File: src/rtl/ipv4apsc_pkg.sv
package ipv4apsc_pkg;

    typedef enum logic [1:0] {
        VERDICT_NONE    = 2'd0,
        VERDICT_PARTIAL = 2'd1,
        VERDICT_EXACT   = 2'd2
    } t_verdict;

    localparam logic [7:0] CH_ZERO  = 8'd48;
    localparam logic [7:0] CH_NINE  = 8'd57;
    localparam logic [7:0] CH_DOT   = 8'd46;
    localparam logic [7:0] CH_SLASH = 8'd47;

    localparam logic [11:0] SEG_VALUE_MAX  = 12'd255;
    localparam logic [2:0]  SEG_DIGITS_MAX = 3'd3;
    localparam logic [2:0]  SEG_LEN_SAT    = 3'd4;
    localparam logic [1:0]  DOTS_MAX       = 2'd3;
    localparam logic [5:0]  LEN_MAX        = 6'd32;
    localparam logic [5:0]  LEN_SAT        = 6'd33;

endpackage

File: src/rtl/ipv4_address_prefix_syntax_check_core.sv
// an end-mark word sets o_valid as it leaves the input register
// throughput: one word per cycle unless stalled; a character word never produces output
// the input register drains while the output register is free or being taken
// synchronous active-low reset clears prefix mode, per-string state and both valid flags
module ipv4_address_prefix_syntax_check_core (
    input  logic       i_clk,
    input  logic       i_rst_n,
    input  logic       i_cfg_wr_en,
    input  logic       i_cfg_wr_data,
    input  logic       i_valid,
    output logic       o_stall,
    input  logic [7:0] i_ch,
    input  logic       i_end_mark,
    output logic       o_valid,
    input  logic       i_stall,
    output logic [1:0] o_verdict
);
    import ipv4apsc_pkg::*;

    logic       r_prefix_mode;
    logic       r_in_valid;
    logic [7:0] r_ch;
    logic       r_end;
    logic       r_out_valid;
    t_verdict   r_verdict;

    logic       r_failed;
    logic [1:0] r_dot_count;
    logic       r_dot_pending;
    logic [2:0] r_seg_len;
    logic [9:0] r_seg_value;
    logic       r_in_length_part;
    logic       r_length_has_digit;
    logic [5:0] r_length_value;

    logic       n_failed;
    logic [1:0] n_dot_count;
    logic       n_dot_pending;
    logic [2:0] n_seg_len;
    logic [9:0] n_seg_value;
    logic       n_in_length_part;
    logic       n_length_has_digit;
    logic [5:0] n_length_value;

    logic       out_free;
    logic       advance;
    logic       accept;
    logic       is_digit;
    logic [3:0] digit_val;
    logic [11:0] seg_sum;
    logic [8:0]  len_sum;
    t_verdict   verdict_now;

    assign out_free = !r_out_valid || !i_stall;
    assign advance  = r_in_valid && (!r_end || out_free);
    assign o_stall  = r_in_valid && !advance;
    assign accept   = i_valid && !o_stall;

    assign is_digit  = (r_ch >= CH_ZERO) && (r_ch <= CH_NINE);
    assign digit_val = r_ch[3:0];
    assign seg_sum   = ({2'b00, r_seg_value} * 12'd10) + {8'd0, digit_val};
    assign len_sum   = ({3'b000, r_length_value} * 9'd10) + {5'd0, digit_val};

    always_comb begin
        if (r_failed) begin
            verdict_now = VERDICT_NONE;
        end else if (r_in_length_part) begin
            if (!r_length_has_digit) begin
                verdict_now = VERDICT_PARTIAL;
            end else if (r_length_value <= LEN_MAX) begin
                verdict_now = VERDICT_EXACT;
            end else begin
                verdict_now = VERDICT_NONE;
            end
        end else if (r_prefix_mode) begin
            verdict_now = VERDICT_PARTIAL;
        end else if (r_dot_count == DOTS_MAX && r_seg_len != 3'd0 && !r_dot_pending) begin
            verdict_now = VERDICT_EXACT;
        end else begin
            verdict_now = VERDICT_PARTIAL;
        end
    end

    always_comb begin
        n_failed           = r_failed;
        n_dot_count        = r_dot_count;
        n_dot_pending      = r_dot_pending;
        n_seg_len          = r_seg_len;
        n_seg_value        = r_seg_value;
        n_in_length_part   = r_in_length_part;
        n_length_has_digit = r_length_has_digit;
        n_length_value     = r_length_value;
        if (r_end) begin
            n_failed           = 1'b0;
            n_dot_count        = 2'd0;
            n_dot_pending      = 1'b0;
            n_seg_len          = 3'd0;
            n_seg_value        = 10'd0;
            n_in_length_part   = 1'b0;
            n_length_has_digit = 1'b0;
            n_length_value     = 6'd0;
        end else if (r_failed) begin
            n_failed = 1'b1;
        end else if (r_in_length_part) begin
            if (!is_digit) begin
                n_failed = 1'b1;
            end else begin
                n_length_has_digit = 1'b1;
                n_length_value     = (len_sum > {3'b000, LEN_SAT}) ? LEN_SAT : len_sum[5:0];
            end
        end else if (is_digit) begin
            n_dot_pending = 1'b0;
            if (r_seg_len >= SEG_DIGITS_MAX) begin
                n_seg_len = SEG_LEN_SAT;
                n_failed  = 1'b1;
            end else begin
                n_seg_len   = r_seg_len + 3'd1;
                n_seg_value = seg_sum[9:0];
                n_failed    = (seg_sum > SEG_VALUE_MAX);
            end
        end else if (r_ch == CH_DOT) begin
            if (r_seg_len == 3'd0 || r_dot_count == DOTS_MAX) begin
                n_failed = 1'b1;
            end else begin
                n_dot_count   = r_dot_count + 2'd1;
                n_seg_len     = 3'd0;
                n_seg_value   = 10'd0;
                n_dot_pending = 1'b1;
            end
        end else if (r_ch == CH_SLASH && r_prefix_mode) begin
            if (r_seg_len == 3'd0 || r_dot_count != DOTS_MAX) begin
                n_failed = 1'b1;
            end else begin
                n_in_length_part = 1'b1;
                n_dot_pending    = 1'b0;
            end
        end else begin
            n_failed = 1'b1;
        end
    end

    always_ff @(posedge i_clk) begin
        if (!i_rst_n) begin
            r_prefix_mode      <= 1'b0;
            r_in_valid         <= 1'b0;
            r_out_valid        <= 1'b0;
            r_failed           <= 1'b0;
            r_dot_count        <= 2'd0;
            r_dot_pending      <= 1'b0;
            r_seg_len          <= 3'd0;
            r_seg_value        <= 10'd0;
            r_in_length_part   <= 1'b0;
            r_length_has_digit <= 1'b0;
            r_length_value     <= 6'd0;
        end else begin
            if (i_cfg_wr_en) begin
                r_prefix_mode <= i_cfg_wr_data;
            end
            if (accept) begin
                r_in_valid <= 1'b1;
            end else if (advance) begin
                r_in_valid <= 1'b0;
            end
            if (advance && r_end) begin
                r_out_valid <= 1'b1;
            end else if (!i_stall) begin
                r_out_valid <= 1'b0;
            end
            if (advance) begin
                r_failed           <= n_failed;
                r_dot_count        <= n_dot_count;
                r_dot_pending      <= n_dot_pending;
                r_seg_len          <= n_seg_len;
                r_seg_value        <= n_seg_value;
                r_in_length_part   <= n_in_length_part;
                r_length_has_digit <= n_length_has_digit;
                r_length_value     <= n_length_value;
            end
        end
    end

    always_ff @(posedge i_clk) begin
        if (accept) begin
            r_ch  <= i_ch;
            r_end <= i_end_mark;
        end
        if (advance && r_end) begin
            r_verdict <= verdict_now;
        end
    end

    assign o_valid   = r_out_valid;
    assign o_verdict = r_verdict;

    // state is clean after a verdict word
    a_clear_after_end: assert property (@(posedge i_clk) disable iff (!i_rst_n)
        (advance && r_end) |=> (!r_failed && r_dot_count == 2'd0 && r_seg_len == 3'd0
                                && !r_in_length_part && !r_length_has_digit))
        else $error("string state not cleared after verdict");

    a_seg_len_fail: assert property (@(posedge i_clk) disable iff (!i_rst_n)
        (r_seg_len > SEG_DIGITS_MAX) |-> r_failed)
        else $error("overlong segment without failure");

    a_length_sat: assert property (@(posedge i_clk) disable iff (!i_rst_n)
        r_length_value <= LEN_SAT)
        else $error("length value beyond saturation");

    a_length_after_dots: assert property (@(posedge i_clk) disable iff (!i_rst_n)
        r_in_length_part |-> (r_dot_count == DOTS_MAX))
        else $error("length part entered before third dot");

    a_verdict_code: assert property (@(posedge i_clk) disable iff (!i_rst_n)
        o_valid |-> (o_verdict == VERDICT_NONE || o_verdict == VERDICT_PARTIAL
                     || o_verdict == VERDICT_EXACT))
        else $error("reserved verdict code on output");

endmodule

File: config.mk
export PLATFORM = sky130hd
export DESIGN_NAME = ipv4_address_prefix_syntax_check_core
export DESIGN_NICKNAME = d
export VERILOG_FILES = /design/src/rtl/ipv4apsc_pkg.sv /design/src/rtl/ipv4_address_prefix_syntax_check_core.sv
export SDC_FILE = /design/constraint.sdc
export NUM_CORES = 1
export LEC_CHECK = 0
export ABC_CLOCK_PERIOD_IN_PS = 3630
export BUFFER_PORTS_ARGS = -buffer_cell sky130_fd_sc_hd__buf_2
export CORE_MARGIN = 2
export CORE_UTILIZATION = 45
export CTS_CLUSTER_DIAMETER = 40
export DETAILED_ROUTE_END_ITERATION = 6
export PLACE_DENSITY = 0.59
export SLEW_MARGIN = 40
export SYNTH_ARGS = -nofsm -noshare
export SYNTH_HDL_FRONTEND = slang
export SYNTH_SLANG_ARGS = --single-unit
File: constraint.sdc
create_clock -name i_clk -period 3.63 [get_ports i_clk]
set_clock_uncertainty 0.1 [all_clocks]
set_input_delay 0.1815 -clock i_clk [delete_from_list [all_inputs] [get_ports i_clk]]
set_output_delay 0.1815 -clock i_clk [all_outputs]
set_load 0.01 [all_outputs]
# --- After elaboration in Yosys (flattened, before gate mapping) ---
# Index checks and enable logic that the tools add are counted.
word_totals:
  reg_bits: 39
  in_bits: 15
  elab_cells: 134
classes:
  n_addsub: 4
  mul: 2
  n_lt_le_gt_ge: 6
  n_eq_ne: 13
  mux: 63
  reduce_logical: 32
ops:
  columns: ["op", "count"]
  rows:
  - ["$mux W10", 7]
  - ["$mux W1", 33]
  - ["$mux W6", 5]
  - ["$mux W2", 11]
  - ["$mux W3", 7]
  - ["$reduce_and A6 Y1", 3]
  - ["$eq A8 B6 Y1 const B", 2]
  - ["$add A12 B4 Y12", 1]
  - ["$gt A12 B8 Y1 const B", 1]
  - ["$mul A10 B3 Y11 const B", 1]
  - ["$ne A2 B2 Y1 const B", 5]
  - ["$add A9 B4 Y9", 1]
  - ["$gt A9 B6 Y1 const B", 1]
  - ["$ge A8 B6 Y1 const B", 1]
  - ["$le A8 B6 Y1 const B", 1]
  - ["$logic_and A1 B1 Y1", 8]
  - ["$mul A6 B3 Y8 const B", 1]
  - ["$ne A4 B4 Y1 const B", 2]
  - ["$reduce_bool A2 Y1", 4]
  - ["$le A6 B6 Y1 const B", 1]
  - ["$logic_not A1 Y1", 6]
  - ["$ne A3 B3 Y1 const B", 2]
  - ["$reduce_bool A3 Y1", 2]
  - ["$reduce_and A5 Y1", 1]
  - ["10 further kinds", 13]

# --- Depth between registers and ports, before layout ---
depth:
  depth_word: 9
  ltp_mapped: 10
  mapped_depth_nobuf: 10

# --- Worst setup path before layout ---
# OpenSTA, ideal clock, no wires.
synth_timing:
  path_kind: "reg2reg"
  startpoint: "reg r_seg_value[1]"
  endpoint: "reg r_failed"
  setup_time_ns: 0.087
  arrival_time_ns: 2.565
  t_required_ns: 3.443
  path_slack_ns: 0.878
  stages_incl_launch_ff: 10
  n_path_buf: 0
  synth_period_minus_slack_ns: 2.752
  cell_sequence: "dfxtp_1 -> ha_1 -> ha_1 -> fa_1 -> a211oi_2 -> or3b_4 -> or4b_1 -> o2111ai_1 -> a2111oi_0 -> o31ai_1"
synth_between:
  elab_chain_len: 8
synth_lines:
  columns: ["element", "line", "text"]
  rows:
  - ["from (decl)", "ipv4_address_prefix_syntax_check_core.sv:31", "logic [9:0] r_seg_value;"]
  - ["from (signal assigned)", "ipv4_address_prefix_syntax_check_core.sv:174", "r_seg_value <= n_seg_value;"]
  - ["$mul A10 B3 Y11", "ipv4_address_prefix_syntax_check_core.sv:61", "assign seg_sum = ({2'b00, r_seg_value} * 12'd10) + {8'd0, digit_val};"]
  - ["$add A12 B4 Y12", "ipv4_address_prefix_syntax_check_core.sv:61", null]
  - ["$gt A12 B8 Y1", "ipv4_address_prefix_syntax_check_core.sv:119", "n_failed = (seg_sum > SEG_VALUE_MAX);"]
  - ["$mux W1", "ipv4_address_prefix_syntax_check_core.sv:113", "if (r_seg_len >= SEG_DIGITS_MAX) begin"]
  - ["$mux W1", "ipv4_address_prefix_syntax_check_core.sv:111", "end else if (is_digit) begin"]
  - ["$mux W1", "ipv4_address_prefix_syntax_check_core.sv:104", "end else if (r_in_length_part) begin"]
  - ["$mux W1", "ipv4_address_prefix_syntax_check_core.sv:102", "end else if (r_failed) begin"]
  - ["$mux W1", "ipv4_address_prefix_syntax_check_core.sv:93", "if (r_end) begin"]
  - ["to (signal assigned)", "ipv4_address_prefix_syntax_check_core.sv:170", "r_failed <= n_failed;"]
  - ["to (decl)", "ipv4_address_prefix_syntax_check_core.sv:27", "logic r_failed;"]
# No other way between the ends.
# A chain may end at the register's enable or synchronous reset.

# --- Final worst setup path ---
# Ends and elaborated chain as after synthesis.

==> impl_results.md <==
- Crit path kind: reg2reg
- Std cell rows: 29
- LEAKAGE: around 0.0014 uW
- Final Worst Setup Slack: just under 0.6 ns
- Fill cell count: 611
- Hold Slack: between 0.007 and 0.008 ns
- R2r startpoint: r_seg_value[1]$_SDFFE_PN0P_
- CP peak stage delay: 0.48 ns
- Relative slew slack: 0.475
- Fin. max-slew vios: 0
- Initial antenna violation count: 0
- Worst path slowest cell: a2111oi_0
- RSZ-0062 raised after global routing: false
- Most frequent cells in the layout: ha_1, dfxtp_1, nand3_1
- CP Launch Point: r_seg_value[1]$_SDFFE_PN0P_
- YS warnings: 0
- Gp weighted congestion: about 0.88
- Startpoint Class: register
- Hold Path Class: in2reg
- Cell Pwr Density: between 200 and 300 mW/mm^2
- I/O pins: 19
- Crit path top cell by count: ha_1
- Cell area after layout: about 0.0032 sq mm
- Post-CTS Setup Inserts: 0
- Element type at the critical path end: register
- DRC Markers: 0
- Core region area: 0.00624 sq mm
- F_max: approximately 330 MHz
- Multi-input combinational cell area: about 0.0019 sq mm
- Register area share after synthesis: 0.310
- Maximum vdd drop: around 0.00017 V
- Critical path arrival: 3.11 ns
- Final count of negative-setup-slack endpoints: 0
- Routed Antenna Nets: 0
- Post-synth top flop: dfxtp_1
- Period utilization: 0.838
- Drt wl/cell: between 15 and 20 um
- Register Area: between 800 and 900 sq um
- I/O Buffers: 18
- Post-cts hold buffer count: 9
- Nets: 392
- Routed wire length: about 6400 um
- Initial Util: 0.460
- Largest net degree at the start of global routing: 24
- # resized after CTS: 0
- Hold Fails Final Rpt: 0
- Die area: 0.00703 sq mm
- DIE WIDTH: 83.9 um
- Syn avg cell area: 9.14 sq um
- Worst slack, placed: between 0.6 and 0.7 ns
- Vias/cell: 5.80
- Vias in the first global route: 2284
- All-Layer GR Usage: 0.184
- Top delay family on crit path: compound AO/OA/AOI/OAI gates
- Post-synth ARST share: 0
- DRT Pass-1 Iters: 4
- CTS tree: done
- Worst Path Required: 3.70 ns
- Dpl hpwl: about 5000 um
- Clock slew at reported path FFs: about 0.080 ns
- Buf/Inv on CP: 0
- Hold Startpoint: i_valid
- Worst skew pair latency: between 0.2 and 0.3 ns
- Initial drt markers: 80
- Post-layout util: 0.513
- Fin Setup TNS: 0 ns
- Layout cells sized above 1: 0.103
- Critical Path, Cell by Cell: ha_1 -> ha_1 -> fa_1 -> a211oi_2 -> or3b_4 -> and3_1 -> nand4_1 -> a2111oi_0 -> o31ai_1
- Chip Height: 83.9 um
- Synth Cell Area: 0.00287 sq mm
- Clock sinks: 39
- TritonCTS buffer count: 5
- CP max FO: 6
- Most common cell after layout, fill and taps aside: ha_1
- Worst-Margin Slew: between 0.7 and 0.8 ns
- Max-capacitance violation count: 0
- Post-synth net total: around 370
- GRT Residual Overflow: 0
- Longest Clk Path Bufs: 2
- Area post-placement: 0.00303 sq mm
- Mapped Cells: between 300 and 400
- Syn-to-layout area delta: 11.6%
- Number of flops mapped to enable cells by yosys: 11
- Max H-tree Level: 2
- Antenna diodes: 0
- First-pass GRT wire length: 10500 um
- Unique masters post-synth: 58
- Root buf cell: clkbuf_8
- Outcome: completed
- Via count: about 2400
- Final min period: about 3.0 ns
- Setup slack, reg-to-reg: between 0.5 and 0.6 ns
- Seq cells post-synth: 39
## sequential cells by signal (all words and copies together) (netlist names), 2 cells and up
name / count
r_length_value: 6
r_seg_len: 3
r_seg_value: 10
o_verdict: 2
r_ch: 8
r_dot_count: 2
## worst register-to-register path: cells and delay by family (launching register included)
| family | cells | cell delay, ns |
|---|---|---|
| AOI/OAI and AO/OA | 3 | 0.95 |
| adders and majority gates | 3 | 0.93 |
| DFF | 1 | 0.42 |
| and+or+nand+nor | 3 | 0.52 |
## report_power, final
group | leakage, uW | switching [uW] | internal [uW] | total (uW)
sequential | 0.000330 | 10.5 | 457 | 467
combinational | 0.000979 | 29.4 | 26.7 | 56.0
clock | 0.0000412 | 159 | 134 | 294
## worst paths after layout
check	cells past startpoint	endpoint
max	9	r_failed$_SDFFE_PN0P_
min	2	r_in_valid$_SDFFE_PN0P_
max reg2reg	9	r_failed$_SDFFE_PN0P_
min reg2reg	2	r_dot_count[1]$_SDFFE_PN0P_
## Yosys cell counts, types with 4 or more instances
cell type,count,area (sq um)
nor2_1,19,71.3
nand3_1,20,100
and3_1,5,31.3
a31oi_1,4,25.0
a211oi_1,6,45.0
a21oi_1,9,45.0
a21boi_0,18,135
o21a_1,5,37.5
clkbuf_1,7,26.3
dfxtp_1,28,561
xor2_1,5,43.8
ha_1,33,413
fa_1,4,80.1
nand2_1,19,71.3
inv_1,14,52.6
nor2b_1,6,37.5
o21ai_0,19,95.1
nor3_1,4,20.0
edfxtp_1,11,330
a21o_1,7,52.6
xnor2_1,12,105
## per-stage QoR
step,std cells,total power [uW]
2_1_floorplan,314,506
3_3_place_gp,401,525
3_5_place_dp,401,526
4_1_cts,418,824
5_1_grt,418,842
6_report,418,817
## kinds of logic (layout without fill, tap and decap cells)
| family | Yosys count | after routing | synth area share |
|---|---|---|---|
| simple gates | 104 | 104 | 0.200 |
| mux | 1 | 1 | 0.00349 |
| flops | 39 | 39 | 0.310 |
| fa+ha+maj | 37 | 37 | 0.172 |
| xor+xnor | 18 | 18 | 0.0602 |
| buf+inv | 23 | 50 | 0.0310 |
| compound gates | 92 | 92 | 0.224 |
## per-layer routing
metal  global-route usage  up-vias  share of wire
met3               0.0247        8          0.026
li1                     -     1227              -
met1                0.237     1159           0.48
met4               0.0689        0          0.012
met2                0.313       32           0.48
met5                    0        -              0
## area by class of cell
cell class / instances / share of cell area
sequential: 39 / 0.278
multi-input combinational: 252 / 0.590
clock buffer: 6 / 0.0227
clock inverter: 2 / 0.00391
timing repair buffer: 28 / 0.0586
tap: 77 / 0.0301
inverter: 14 / 0.0164
Note: power is estimated with default switching activity, not from simulation.
